===== src/rtl/core/pic8_pkg.sv =====
`timescale 1ns / 1ps

package pic8_pkg;

  // Operation carried by one input word
  typedef enum logic [1:0] {
    OP_WRITE = 2'd0,
    OP_READ  = 2'd1,
    OP_ACK   = 2'd2,
    OP_TICK  = 2'd3
  } pic8_op_t;

  // Initialization sequencer, one-hot
  typedef enum logic [3:0] {
    PH_READY = 4'b0001,
    PH_W2    = 4'b0010,
    PH_W3    = 4'b0100,
    PH_W4    = 4'b1000
  } pic8_phase_t;

  // Command byte bits
  localparam int unsigned ICW1_SEL_BIT   = 4;
  localparam int unsigned ICW1_LEVEL_BIT = 3;
  localparam int unsigned ICW1_SNGL_BIT  = 1;
  localparam int unsigned ICW1_IC4_BIT   = 0;
  localparam int unsigned ICW4_X86_BIT   = 0;
  localparam int unsigned ICW4_AEOI_BIT  = 1;
  localparam int unsigned OCW3_RR_BIT    = 1;
  localparam int unsigned OCW3_RIS_BIT   = 0;

  // OCW kind in bits 4..3
  localparam logic [1:0] OCW_KIND_OCW2 = 2'b00;
  localparam logic [1:0] OCW_KIND_OCW3 = 2'b01;

  // OCW2 end-of-interrupt codes in bits 7..5
  localparam logic [2:0] EOI_NONSPEC     = 3'd1;
  localparam logic [2:0] EOI_SPEC        = 3'd3;
  localparam logic [2:0] EOI_ROT_NONSPEC = 3'd5;

  typedef struct packed {
    logic [1:0] opcode;
    logic       addr_bit;
    logic [7:0] write_byte;
    logic [7:0] request_lines;
  } pic8_item_t;

  typedef struct packed {
    logic [7:0] bus_byte;
    logic       bus_drive;
    logic       int_line;
  } pic8_result_t;

  typedef struct packed {
    logic       found;
    logic [2:0] idx;
  } pic8_prio_t;

  // Fixed priority: lowest set bit wins
  function automatic pic8_prio_t lowest_set(input logic [7:0] v);
    pic8_prio_t p;
    p.found = 1'b0;
    p.idx   = 3'd0;
    for (int i = 7; i >= 0; i--) begin
      if (v[i]) begin
        p.found = 1'b1;
        p.idx   = 3'(i);
      end
    end
    return p;
  endfunction

  // Re-evaluate the interrupt output; hold it while not initialized
  function automatic logic eval_int(input logic rdy, input logic cur,
                                    input logic [7:0] req, input logic [7:0] msk,
                                    input logic [7:0] svc);
    pic8_prio_t r;
    pic8_prio_t s;
    r = lowest_set(req & ~msk);
    s = lowest_set(svc);
    if (!rdy) begin
      return cur;
    end
    return r.found && (!s.found || (r.idx < s.idx));
  endfunction

endpackage


===== src/rtl/core/pic8_if.sv =====
`timescale 1ns / 1ps

// Request channel
interface pic8_in_if;
  logic       valid;
  logic       ready;
  logic [1:0] opcode;
  logic       addr_bit;
  logic [7:0] write_byte;
  logic [7:0] request_lines;

  modport source (output valid, output opcode, output addr_bit, output write_byte,
                  output request_lines, input ready);
  modport sink   (input valid, input opcode, input addr_bit, input write_byte,
                  input request_lines, output ready);
endinterface

// Result channel
interface pic8_out_if;
  logic       valid;
  logic       ready;
  logic [7:0] bus_byte;
  logic       bus_drive;
  logic       int_line;

  modport source (output valid, output bus_byte, output bus_drive, output int_line,
                  input ready);
  modport sink   (input valid, input bus_byte, input bus_drive, input int_line,
                  output ready);
endinterface


===== src/rtl/core/interrupt_controller_8level_top.sv =====
`timescale 1ns / 1ps

// Eight-level fixed-priority interrupt controller.
// in_ch carries one word per operation: a bus write, a bus read, one
// acknowledge pulse or a plain tick, each with a sample of the eight
// request lines. out_ch returns exactly one word per input word: the
// data bus byte, its drive flag and the interrupt line level after the
// operation.
// An accepted word is held in the input register, processed by the
// single-pass update logic, and its result is captured in the result
// register once that register is empty or being read out.
// One word is accepted and one result produced every cycle while out_ch
// does not stall; the rate is set by the single state update between the
// input and result registers.
// When out_ch stalls, the result register holds its word and the input
// register holds one more; in_ch.ready drops only when both are full.
// After reset (rst_n low at a clock edge) both registers are empty and the
// controller waits for ICW1; reads and acknowledges before initialization
// return an undriven bus.
module interrupt_controller_8level_top import pic8_pkg::*; (
  input  logic        clk,
  input  logic        rst_n,
  pic8_in_if.sink     in_ch,
  pic8_out_if.source  out_ch
);

  logic         in_vld_r;
  pic8_item_t   in_item_r;
  logic         out_vld_r;
  pic8_result_t out_res_r;
  pic8_result_t step_res;
  logic         advance;

  assign advance     = in_vld_r && (!out_vld_r || out_ch.ready);
  assign in_ch.ready = !in_vld_r || advance;

  pic8_engine u_engine (
    .clk     (clk),
    .rst_n   (rst_n),
    .step_en (advance),
    .item    (in_item_r),
    .result  (step_res)
  );

  // Track occupancy of input and result registers
  always_ff @(posedge clk) begin
    if (!rst_n) begin
      in_vld_r  <= 1'b0;
      out_vld_r <= 1'b0;
    end else begin
      if (in_ch.ready) begin
        in_vld_r <= in_ch.valid;
      end
      if (advance) begin
        out_vld_r <= 1'b1;
      end else if (out_ch.ready) begin
        out_vld_r <= 1'b0;
      end
    end
  end

  // Capture payloads
  always_ff @(posedge clk) begin
    if (in_ch.ready && in_ch.valid) begin
      in_item_r.opcode        <= in_ch.opcode;
      in_item_r.addr_bit      <= in_ch.addr_bit;
      in_item_r.write_byte    <= in_ch.write_byte;
      in_item_r.request_lines <= in_ch.request_lines;
    end
    if (advance) begin
      out_res_r <= step_res;
    end
  end

  assign out_ch.valid     = out_vld_r;
  assign out_ch.bus_byte  = out_res_r.bus_byte;
  assign out_ch.bus_drive = out_res_r.bus_drive;
  assign out_ch.int_line  = out_res_r.int_line;

endmodule


===== src/rtl/core/pic8_engine.sv =====
`timescale 1ns / 1ps

module pic8_engine import pic8_pkg::*; (
  input  logic         clk,
  input  logic         rst_n,
  input  logic         step_en,
  input  pic8_item_t   item,
  output pic8_result_t result
);

  logic [7:0]  request_r, request_nxt;
  logic [7:0]  service_r, service_nxt;
  logic [7:0]  mask_r, mask_nxt;
  logic [4:0]  vec_high_r, vec_high_nxt;
  logic        edge_mode_r, edge_mode_nxt;
  logic        single_r, single_nxt;
  logic        want_icw4_r, want_icw4_nxt;
  logic        aeoi_r, aeoi_nxt;
  logic        x86_r, x86_nxt;
  logic        show_isr_r, show_isr_nxt;
  pic8_phase_t phase_r, phase_nxt;
  logic        rdy_r, rdy_nxt;
  logic [1:0]  ack_cnt_r, ack_cnt_nxt;
  logic        ack_vld_r, ack_vld_nxt;
  logic [2:0]  ack_lvl_r, ack_lvl_nxt;
  logic [7:0]  lines_prev_r, lines_prev_nxt;
  logic        int_r, int_nxt;

  // Perform one operation, then sample the request lines
  always_comb begin
    logic [7:0] d;
    logic [7:0] lines;
    logic [7:0] req_pre;
    logic [7:0] rise;
    logic [2:0] code;
    pic8_prio_t p;

    d     = item.write_byte;
    lines = item.request_lines;

    request_nxt    = request_r;
    service_nxt    = service_r;
    mask_nxt       = mask_r;
    vec_high_nxt   = vec_high_r;
    edge_mode_nxt  = edge_mode_r;
    single_nxt     = single_r;
    want_icw4_nxt  = want_icw4_r;
    aeoi_nxt       = aeoi_r;
    x86_nxt        = x86_r;
    show_isr_nxt   = show_isr_r;
    phase_nxt      = phase_r;
    rdy_nxt        = rdy_r;
    ack_cnt_nxt    = ack_cnt_r;
    ack_vld_nxt    = ack_vld_r;
    ack_lvl_nxt    = ack_lvl_r;
    int_nxt        = int_r;
    result         = '0;
    code           = d[7:5];
    p              = '0;

    case (pic8_op_t'(item.opcode))
      OP_WRITE: begin
        if (!item.addr_bit && d[ICW1_SEL_BIT]) begin
          // ICW1 restarts initialization
          edge_mode_nxt = !d[ICW1_LEVEL_BIT];
          single_nxt    = d[ICW1_SNGL_BIT];
          want_icw4_nxt = d[ICW1_IC4_BIT];
          phase_nxt     = PH_W2;
          rdy_nxt       = 1'b0;
          mask_nxt      = '0;
          service_nxt   = '0;
          request_nxt   = '0;
          aeoi_nxt      = 1'b0;
          show_isr_nxt  = 1'b0;
          ack_cnt_nxt   = '0;
          ack_vld_nxt   = 1'b0;
          int_nxt       = 1'b0;
        end else if (item.addr_bit && phase_r == PH_W2) begin
          vec_high_nxt = d[7:3];
          if (!single_r) begin
            phase_nxt = PH_W3;
          end else if (want_icw4_r) begin
            phase_nxt = PH_W4;
          end else begin
            phase_nxt = PH_READY;
            rdy_nxt   = 1'b1;
            int_nxt   = eval_int(1'b1, int_r, request_nxt, mask_nxt, service_nxt);
          end
        end else if (item.addr_bit && phase_r == PH_W3) begin
          if (want_icw4_r) begin
            phase_nxt = PH_W4;
          end else begin
            phase_nxt = PH_READY;
            rdy_nxt   = 1'b1;
            int_nxt   = eval_int(1'b1, int_r, request_nxt, mask_nxt, service_nxt);
          end
        end else if (item.addr_bit && phase_r == PH_W4) begin
          x86_nxt  = d[ICW4_X86_BIT];
          aeoi_nxt = d[ICW4_AEOI_BIT];
          if (edge_mode_r) begin
            request_nxt = request_nxt | lines;
          end
          phase_nxt = PH_READY;
          rdy_nxt   = 1'b1;
          int_nxt   = eval_int(1'b1, int_r, request_nxt, mask_nxt, service_nxt);
        end else if (rdy_r) begin
          if (item.addr_bit) begin
            mask_nxt = d;
            int_nxt  = eval_int(1'b1, int_r, request_nxt, mask_nxt, service_nxt);
          end else if (d[4:3] == OCW_KIND_OCW2) begin
            // End of interrupt
            p = lowest_set(service_r);
            if (code inside {EOI_NONSPEC, EOI_ROT_NONSPEC}) begin
              if (p.found) begin
                service_nxt[p.idx] = 1'b0;
              end
            end else if (code == EOI_SPEC) begin
              service_nxt[d[2:0]] = 1'b0;
            end
            int_nxt = eval_int(1'b1, int_r, request_nxt, mask_nxt, service_nxt);
          end else if (d[4:3] == OCW_KIND_OCW3) begin
            if (d[OCW3_RR_BIT]) begin
              show_isr_nxt = d[OCW3_RIS_BIT];
            end
          end
        end
      end
      OP_READ: begin
        if (rdy_r) begin
          result.bus_byte  = item.addr_bit ? mask_r : (show_isr_r ? service_r : request_r);
          result.bus_drive = 1'b1;
        end
      end
      OP_ACK: begin
        if (rdy_r) begin
          if (ack_cnt_r + 2'd1 == 2'd1) begin
            // First pulse: latch the winning level
            ack_cnt_nxt = 2'd1;
            p = lowest_set(request_r & ~mask_r);
            ack_vld_nxt = p.found;
            ack_lvl_nxt = p.idx;
            if (p.found) begin
              service_nxt[p.idx] = 1'b1;
              request_nxt[p.idx] = 1'b0;
              int_nxt            = 1'b0;
            end
          end else begin
            // Second pulse: drive the vector
            if (ack_vld_r) begin
              result.bus_byte = x86_r ? {vec_high_r, ack_lvl_r}
                                      : ({vec_high_r, 3'b000} | {3'b000, ack_lvl_r, 2'b00});
              result.bus_drive = 1'b1;
              if (aeoi_r) begin
                service_nxt[ack_lvl_r] = 1'b0;
              end
            end
            int_nxt     = eval_int(1'b1, int_r, request_nxt, mask_nxt, service_nxt);
            ack_cnt_nxt = '0;
            ack_vld_nxt = 1'b0;
          end
        end
      end
      default: begin
      end
    endcase

    // Sample request lines
    req_pre = request_nxt;
    rise    = lines & ~lines_prev_r;
    if (edge_mode_nxt) begin
      request_nxt = request_nxt | rise;
      if (rise != '0) begin
        int_nxt = eval_int(rdy_nxt, int_nxt, request_nxt, mask_nxt, service_nxt);
      end
    end else begin
      request_nxt = lines;
      if (lines != lines_prev_r || request_nxt != req_pre) begin
        int_nxt = eval_int(rdy_nxt, int_nxt, request_nxt, mask_nxt, service_nxt);
      end
    end
    lines_prev_nxt = lines;

    result.int_line = int_nxt;
  end

  // Commit state when a word is processed
  always_ff @(posedge clk) begin
    if (!rst_n) begin
      request_r    <= '0;
      service_r    <= '0;
      mask_r       <= '0;
      vec_high_r   <= '0;
      edge_mode_r  <= 1'b1;
      single_r     <= 1'b1;
      want_icw4_r  <= 1'b0;
      aeoi_r       <= 1'b0;
      x86_r        <= 1'b1;
      show_isr_r   <= 1'b0;
      phase_r      <= PH_READY;
      rdy_r        <= 1'b0;
      ack_cnt_r    <= '0;
      ack_vld_r    <= 1'b0;
      lines_prev_r <= '0;
      int_r        <= 1'b0;
    end else if (step_en) begin
      request_r    <= request_nxt;
      service_r    <= service_nxt;
      mask_r       <= mask_nxt;
      vec_high_r   <= vec_high_nxt;
      edge_mode_r  <= edge_mode_nxt;
      single_r     <= single_nxt;
      want_icw4_r  <= want_icw4_nxt;
      aeoi_r       <= aeoi_nxt;
      x86_r        <= x86_nxt;
      show_isr_r   <= show_isr_nxt;
      phase_r      <= phase_nxt;
      rdy_r        <= rdy_nxt;
      ack_cnt_r    <= ack_cnt_nxt;
      ack_vld_r    <= ack_vld_nxt;
      lines_prev_r <= lines_prev_nxt;
      int_r        <= int_nxt;
    end
  end

  // Latched level carries no reset; its valid bit guards it
  always_ff @(posedge clk) begin
    if (step_en) begin
      ack_lvl_r <= ack_lvl_nxt;
    end
  end

endmodule


===== src/flat_wrapper.sv =====
// flat-port wrapper written by rule: the top's interface ports become plain ports
module interrupt_controller_8level_top_flat import pic8_pkg::*;
  (clk, rst_n, in_ch_valid, in_ch_opcode, in_ch_addr_bit, in_ch_write_byte, in_ch_request_lines, in_ch_ready, out_ch_valid, out_ch_bus_byte, out_ch_bus_drive, out_ch_int_line, out_ch_ready);
  pic8_in_if in_ch_i ();
  pic8_out_if out_ch_i ();
  input  logic clk;
  input  logic rst_n;
  input wire logic [$bits(in_ch_i.valid)-1:0] in_ch_valid;
  input wire logic [$bits(in_ch_i.opcode)-1:0] in_ch_opcode;
  input wire logic [$bits(in_ch_i.addr_bit)-1:0] in_ch_addr_bit;
  input wire logic [$bits(in_ch_i.write_byte)-1:0] in_ch_write_byte;
  input wire logic [$bits(in_ch_i.request_lines)-1:0] in_ch_request_lines;
  output wire logic [$bits(in_ch_i.ready)-1:0] in_ch_ready;
  output wire logic [$bits(out_ch_i.valid)-1:0] out_ch_valid;
  output wire logic [$bits(out_ch_i.bus_byte)-1:0] out_ch_bus_byte;
  output wire logic [$bits(out_ch_i.bus_drive)-1:0] out_ch_bus_drive;
  output wire logic [$bits(out_ch_i.int_line)-1:0] out_ch_int_line;
  input wire logic [$bits(out_ch_i.ready)-1:0] out_ch_ready;
  assign in_ch_i.valid = in_ch_valid;
  assign in_ch_i.opcode = in_ch_opcode;
  assign in_ch_i.addr_bit = in_ch_addr_bit;
  assign in_ch_i.write_byte = in_ch_write_byte;
  assign in_ch_i.request_lines = in_ch_request_lines;
  assign in_ch_ready = in_ch_i.ready;
  assign out_ch_valid = out_ch_i.valid;
  assign out_ch_bus_byte = out_ch_i.bus_byte;
  assign out_ch_bus_drive = out_ch_i.bus_drive;
  assign out_ch_int_line = out_ch_i.int_line;
  assign out_ch_i.ready = out_ch_ready;
  interrupt_controller_8level_top u_core (.clk(clk), .rst_n(rst_n), .in_ch(in_ch_i), .out_ch(out_ch_i));
endmodule

===== config.mk =====
export PLATFORM = sky130hd
export DESIGN_NAME = interrupt_controller_8level_top_flat
export DESIGN_NICKNAME = d
export VERILOG_FILES = /design/src/rtl/core/pic8_pkg.sv /design/src/rtl/core/pic8_if.sv /design/src/rtl/core/interrupt_controller_8level_top.sv /design/src/rtl/core/pic8_engine.sv /design/src/flat_wrapper.sv
export SDC_FILE = /design/constraint.sdc
export NUM_CORES = 1
export LEC_CHECK = 0
export ABC_AREA = 1
export ABC_CLOCK_PERIOD_IN_PS = 3990
export BUFFER_PORTS_ARGS = -buffer_cell sky130_fd_sc_hd__buf_2
export CELL_PAD_IN_SITES_DETAIL_PLACEMENT = 1
export CELL_PAD_IN_SITES_GLOBAL_PLACEMENT = 1
export CORE_MARGIN = 4
export CORE_UTILIZATION = 44
export DETAILED_ROUTE_END_ITERATION = 10
export PLACE_DENSITY_LB_ADDON = 0.15
export RECOVER_POWER = 100
export SLEW_MARGIN = 20
export SYNTH_ARGS = -nofsm -noshare
export SYNTH_HDL_FRONTEND = slang
export SYNTH_SLANG_ARGS = --single-unit

===== constraint.sdc =====
create_clock -name clk -period 3.99 [get_ports clk]
set_clock_uncertainty 0.15 [all_clocks]
set_input_delay 0.399 -clock clk [delete_from_list [all_inputs] [get_ports clk]]
set_output_delay 0.399 -clock clk [all_outputs]
set_load 0.05 [all_outputs]

==> results of run 1 <==
==> synthesized netlist by cell type, drive strengths merged, types with 7 or more instances <==
master  number
inv        153
a21oi      121
a31oi        7
edfxtp      32
nor3        15
clkbuf      22
dfxtp       53
o22ai       10
nand3       44
nand2      282
o21ai      106
ha          25
o211ai      15
nor2        76
==> where the power goes <==
| part | switching (W) | internal (W) |
|---|---|---|
| Clock | 0.000377 | 0.000524 |
| Combinational | 0.000521 | 0.000229 |
| Sequential | 0.0000517 | 0.000943 |
==> sequential cells by signal, summed over array words and instances, names as in the netlist, 3 cells and up <==
name	flops
u_core.in_item_r	19
u_core.out_ch.bus_byte	8
u_core.u_engine.ack_lvl_r	3
u_core.u_engine.lines_prev_r	8
u_core.u_engine.mask_r	8
u_core.u_engine.phase_r	4
u_core.u_engine.request_r	8
u_core.u_engine.service_r	8
u_core.u_engine.vec_high_r	5
==> area by class of cell <==
cell class	instances	area (um^2)
clock buffers	12	256
clock inverters	4	55.1
fillers	1986	6950
inverters	153	577
multi-input cells	737	3740
flip-flops and latches	85	2020
well taps	180	225
repair buffers	53	277
==> layer usage <==
layer | global-route usage, % | vias up
met5 | 0 | -
met4 | 16.4 | 2
met3 | 5.61 | 79
met2 | 50.5 | 316
met1 | 41.4 | 3355
li1 | - | 3395
==> path summary, 6_finish.rpt <==
check / from / endpoint / slack [ps] / depth (start not counted)
max: u_core.in_item_r[16] / u_core.u_engine.int_r / 300 / 21
max reg2reg: u_core.in_item_r[16] / u_core.u_engine.int_r / 300 / 21
min reg2reg: u_core.u_engine.lines_prev_r[3] / u_core.u_engine.lines_prev_r[3] / 310 / 2
min: in_ch_write_byte[7] / u_core.in_item_r[15] / 70 / 1
==> cells by family (layout without fill, tap and decap cells) <==
family,after synthesis,in the layout,synth area share (%)
adder cells (fa/ha/maj),25,25,4.85
buffers and inverters,179,222,10.7
AO/OA/AOI/OAI,277,277,24.0
XOR/XNOR,1,1,0.136
AND/OR/NAND/NOR,434,434,28.9
flip-flops,85,85,31.3
==> metrics by stage <==
stage,hold WS [ps],worst slack [ps],cell area [um^2]
6_report,66.8,305,7150
5_1_grt,65.1,37.7,7150
4_1_cts,54.7,278,7190
3_5_place_dp,309,313,6880
3_3_place_gp,302,340,6880
2_1_floorplan,285,970,6450
==> what timing repair did <==
action,CTS,global route
gates resized for setup,0,2
hold buffers,0,0
endpoints found under the setup margin,0,2
==> results.py, run 1 <==
metrics = {
    "critical_path": {
        "setup.worst_path.end_class": "flop",
        "worst_path_most_repeated_cell": "sky130_fd_sc_hd__nand2_1",
        "start_kind": "flop",
        "path_delay_family": "simple AND/OR/NAND/NOR gates",
        "critical_path.cell_chain": "nand3_1 > nand2_2 > nor2_4 > nand3_4 > a21oi_1 > o21ai_0 > o21ai_0 > inv_1 > nand2_1 > nand2_1 > nor3_1 > ha_1 > a21oi_1 > nand2_1 > nand2_1 > nand2_1 > nand2_1 > nand3_2 > nand3_2 > nand2_1 > inv_1",
        "timing.critical_path.required_ps": 4140,
        "arrival_time_reported_for_the_critical_path_endpoint_ps": 3840,
        "critical_path_peak_fanout": 15,
        "critPathSlowestCell": "sky130_fd_sc_hd__edfxtp_1",
        "cpPeakStageDelay_ps": 570,
        "cp.buffers_inverters": 2,
        "worstSetupPathType": "flop to flop",
    },
    "clock_tree": {
        "clkSlewWorstSetupHoldPaths_ps": 70,
        "cts_tree": "built",
        "clock_latency_ps": 350,
        "cts_setup_buffers": 0,
        "clockRootBuffer": "sky130_fd_sc_hd__clkbuf_16",
        "cts_htree_levels": 3,
        "cts_made_buffers": 9,
        "cts-root-to-sink-buffers": 2,
        "cts.sinks": 85,
    },
    "placement": {
        "gpl.final_weighted_congestion": 1.02,
        "buffer_ports.inserted": 34,
        "detailed_place_hpwl_um": 20200,
        "placed_cells_incl_taps": 1208,
    },
    "floorplan": {
        "die_y_um": 129,
        "die_width_um": 129,
        "die_area_um2": 16700,
        "io_pins": 35,
        "core_area_um2": 14100,
        "row_count": 43,
        "initial_core_util_pct": 45.8,
    },
    "detailed_routing": {
        "drc_errors": 0,
        "initial_detailed_routing_violation_count": 661,
        "top_layer_used": "met5",
        "route.vias.total": 7147,
        "wl_met2_um": 11500,
        "detail_route.wl_per_cell_um": 20.8,
        "drt_wl_total_um": 25400,
        "antenna_violating_nets_post_route": 0,
        "dr.pass1.iters": 6,
        "met1_length_um": 10700,
        "met3WireLength_um": 1940,
        "route.detailed.vias_per_inst": 5.84,
    },
    "logic_synthesis": {
        "post_synthesis_cell_type_with_the_largest_combined_area": "sky130_fd_sc_hd__dfxtp_1",
        "yosysWarnings": 0,
        "netlist_instances": 1001,
        "yosys_register_bits": 85,
        "post_synthesis_sequential_area_ratio_pct": 31.3,
        "asr_flop_ratio_synth_pct": 0,
        "mapped_cell_area_um2": 6450,
        "mappedNetlistNets": 1049,
        "netlist_top_cells_area": "sky130_fd_sc_hd__dfxtp_1 (16%), sky130_fd_sc_hd__nand2_1 (16%), sky130_fd_sc_hd__edfxtp_1 (15%), sky130_fd_sc_hd__a21oi_1 (9.0%), sky130_fd_sc_hd__inv_1 (8.1%)",
        "yosys_most_used_dff": "sky130_fd_sc_hd__dfxtp_1",
        "post_synth_num_cell_types": 48,
        "synth_largest_type_area_fraction_pct": 16.4,
        "synth-edff-count": 32,
        "synth.avg_cell_area_um2": 6.45,
    },
    "timing": {
        "hold_vio_cnt_final": 0,
        "fin_crit_ps": 3690,
        "rsz0062_at_grt": "no",
        "final.setup.tns_ps": 0,
        "max_slew.worst_pin.slew_ps": 1420,
        "timing.slew.headroom_pct": 5.08,
        "fmaxAchievable_mhz": 271,
        "drv_slew": 0,
        "setup-violations-final": 0,
        "timing.final.crit_share_pct": 92.4,
    },
    "min_path": {
        "worstHoldPathType": "input port to flop",
    },
    "finish": {
        "final_cell_mix": "sky130_fd_sc_hd__nand2_1 (268), sky130_fd_sc_hd__inv_1 (140), sky130_fd_sc_hd__a21oi_1 (116)",
        "finish.cell_count_without_fillers": 1224,
        "ant_diodes": 0,
        "finalNetCount": 1087,
        "most_common_cell_after_layout_fill_and_taps_aside": "sky130_fd_sc_hd__nand2_1",
        "final_layout_size_suffix_gt1_share_pct": 9.67,
        "finalCoreUtilization_pct": 50.7,
        "relative_area_change_from_synthesis_to_final_layout_pct": 10.8,
    },
    "pwr": {
        "finalPower_w": 0.00265,
        "power-per-cell-area_nw_per_um2": 370,
        "leakage_nw": 3.22,
        "ir_worst_vdd_uv": 244,
    },
    "run_status": {
        "run_status": "finished clean",
    },
    "global_route": {
        "pin_count_of_the_biggest_net_entering_global_routing": 33,
        "global_route.overflow_total": 0,
        "globalRouteTotalUtil_pct": 31.8,
        "antenna_violations_before_repair": 1,
        "wire_length_of_the_first_global_routing_pass_um": 40600,
        "first_global_vias": 7314,
    },
    "job": {
        "cap_violations": 0,
    },
}
(Power assumes the default switching activity.)
==> inputs of run 2 (changes only) <==
Settings changed: BUFFER_PORTS_ARGS -buffer_cell sky130_fd_sc_hd__buf_2 to default, CORE_ASPECT_RATIO from default to 1.1, CORE_UTILIZATION 44 to 45, DONT_BUFFER_PORTS from default to 1, SLEW_MARGIN 20 to default.
==> results.py, run 2 (synthesized netlist as in run 1, its figures left out) <==
metrics = {
    "run_status": {
        "run_status": "finished clean",
    },
    "floorplan": {
        "die_width_um": 122,
        "core_area_um2": 13900,
        "die_area_um2": 16300,
        "io_pins": 35,
        "row_count": 45,
        "initial_core_util_pct": 46.4,
        "die_y_um": 134,
    },
    "critical_path": {
        "critPathSlowestCell": "sky130_fd_sc_hd__dfxtp_1",
        "arrival_time_reported_for_the_critical_path_endpoint_ps": 3720,
        "cpPeakStageDelay_ps": 480,
        "worst_path_most_repeated_cell": "sky130_fd_sc_hd__nand2_1",
        "timing.critical_path.required_ps": 3960,
        "r2r_slack_ps": 240,
        "setup.worst_path.end_class": "flop",
        "start_kind": "flop",
        "path_delay_family": "simple AND/OR/NAND/NOR gates",
        "worstSetupPathType": "flop to flop",
        "cp.buffers_inverters": 2,
        "critical_path_peak_fanout": 7,
    },
    "clock_tree": {
        "cts.sinks": 85,
        "clockRootBuffer": "sky130_fd_sc_hd__clkbuf_16",
        "clkSlewWorstSetupHoldPaths_ps": 70,
        "cts_htree_levels": 3,
        "cts_made_buffers": 9,
        "cts_tree": "built",
        "clock_latency_ps": 360,
        "cts-root-to-sink-buffers": 2,
    },
    "finish": {
        "finished_layout_cell_area_um2": 7280,
        "largest_register_ff_count": 19,
        "relative_area_change_from_synthesis_to_final_layout_pct": 12.7,
        "finalNetCount": 1081,
        "final_cell_mix": "sky130_fd_sc_hd__nand2_1 (270), sky130_fd_sc_hd__inv_1 (140), sky130_fd_sc_hd__a21oi_1 (116)",
        "finish.cell_count_without_fillers": 1226,
        "final_layout_size_suffix_gt1_share_pct": 8.67,
        "most_common_cell_after_layout_fill_and_taps_aside": "sky130_fd_sc_hd__nand2_1",
        "ant_diodes": 0,
        "fillerInstances": 1886,
        "top_register": "u_core.in_item_r",
    },
    "placement": {
        "detailed_place.area_um2": 6760,
        "gpl.final_weighted_congestion": 1.04,
        "detailed_place_hpwl_um": 20100,
        "dpl_worst_slack_ps": 197,
        "buffer_ports.inserted": 0,
        "placed_cells_incl_taps": 1187,
    },
    "pwr": {
        "ir_worst_vdd_uv": 314,
        "leakage_nw": 3.26,
        "power-per-cell-area_nw_per_um2": 366,
    },
    "detailed_routing": {
        "drt_wl_total_um": 26500,
        "antenna_violating_nets_post_route": 0,
        "drc_errors": 0,
        "detail_route.wl_per_cell_um": 21.6,
        "initial_detailed_routing_violation_count": 493,
        "dr.pass1.iters": 5,
        "route.vias.total": 7196,
        "route.detailed.vias_per_inst": 5.87,
    },
    "global_route": {
        "pin_count_of_the_biggest_net_entering_global_routing": 33,
        "globalRouteTotalUtil_pct": 33.2,
        "wire_length_of_the_first_global_routing_pass_um": 41300,
        "antenna_violations_before_repair": 0,
        "first_global_vias": 7292,
        "global_route.overflow_total": 0,
    },
    "timing": {
        "final.setup.worst_slack_ps": 238,
        "fin_crit_ps": 3750,
        "max_slew.worst_pin.slew_ps": 1370,
        "rsz0062_at_grt": "no",
        "timing.final.crit_share_pct": 94.0,
        "timing.slew.headroom_pct": 8.65,
        "finalHoldWorstSlack_ps": 2.20,
        "final.setup.tns_ps": 0,
        "hold_vio_cnt_final": 0,
        "drv_slew": 0,
        "fmaxAchievable_mhz": 267,
        "setup-violations-final": 0,
    },
    "min_path": {
        "worstHoldPathType": "input port to flop",
    },
    "job": {
        "cap_violations": 0,
    },
}
-- run 2: changes by cell type in the layout (fill, tap and decap cells not counted), sizes merged --
cell / before / now
clkbuf: 31 / 16
bufinv: 1 / 0
dlygate4sd3: 0 / 20
buf: 34 / 23
inv: 154 / 156
clkinvlp: 1 / 0
-- run 2: worst reg2reg max path: stages, from the launching register on --
cell and delay (ps):
sky130_fd_sc_hd__dfxtp_1 480, sky130_fd_sc_hd__inv_2 90, sky130_fd_sc_hd__nand2_1 140, sky130_fd_sc_hd__nand2_1 100, sky130_fd_sc_hd__nand2_1 60, sky130_fd_sc_hd__nand2_1 50
sky130_fd_sc_hd__nand2_1 70, sky130_fd_sc_hd__nand2_2 80, sky130_fd_sc_hd__nand2_1 80, sky130_fd_sc_hd__nand2_2 120, sky130_fd_sc_hd__nand2_1 150, sky130_fd_sc_hd__a21oi_1 80
sky130_fd_sc_hd__o21ai_1 230, sky130_fd_sc_hd__nand3_1 210, sky130_fd_sc_hd__nor4_1 380, sky130_fd_sc_hd__o31ai_1 200, sky130_fd_sc_hd__ha_1 330, sky130_fd_sc_hd__nand2_1 50
sky130_fd_sc_hd__inv_1 50, sky130_fd_sc_hd__nand2_1 40, sky130_fd_sc_hd__nand2_1 50, sky130_fd_sc_hd__nand2_1 40, sky130_fd_sc_hd__nand2_1 70, sky130_fd_sc_hd__nand2_1 70
sky130_fd_sc_hd__nand3_2 80, sky130_fd_sc_hd__nand2_1 50
-- run 2: timing repair --
item                       in CTS  in global routing
setup endpoints to repair       0                  2
hold buffers                   20                  0
hold endpoints to repair       20                  0
setup buffers                   0                  3
gates resized for setup         0                  3
-- run 2: report_power, final --
| group | switching [W] | internal (W) | total (W) |
|---|---|---|---|
| combinational | 0.000504 | 0.000245 | 0.000749 |
| sequential | 0.0000710 | 0.000944 | 0.00101 |
| clock | 0.000393 | 0.000507 | 0.000900 |
-- run 2: metrics by stage --
| stage | power [W] | util [%] |
|---|---|---|
| 4_1_cts | 0.00264 | 52.3 |
| 2_1_floorplan | 0.00151 | - |
| 3_3_place_gp | 0.00172 | 48.6 |
| 5_1_grt | 0.00278 | 52.3 |
| 3_5_place_dp | 0.00173 | 48.6 |
| 6_report | 0.00266 | 52.3 |
-- run 2: final timing paths --
check,start,cells after the start,end
setup / recovery,u_core.u_engine.mask_r[6],25,u_core.out_ch.int_line
hold / removal,rst_n,1,u_core.u_engine.edge_mode_r
setup reg to reg,u_core.u_engine.mask_r[6],25,u_core.out_ch.int_line
hold reg to reg,u_core.u_engine.lines_prev_r[0],2,u_core.u_engine.lines_prev_r[0]
-- run 2: routing by layer --
layer  vias up  track usage (%)  share of wire [%]
li1       3392                -                  -
met1      3435             41.7                 42
met2       283             55.5                 48
met3        86             4.67                5.6
met4         0             16.6                5.0
met5         -                0                  0
-- run 2: area by class of cell --
class                           instances  area (um^2)  share of cell area (%)
Sequential cell                        85         2020                    27.8
Clock buffer                           12          279                    3.83
Clock inverter                          4         35.0                   0.482
Inverter                              153          577                    7.93
Tap cell                              188          235                    3.23
Timing Repair Buffer                   47          388                    5.33
Multi-Input combinational cell        737         3740                    51.4
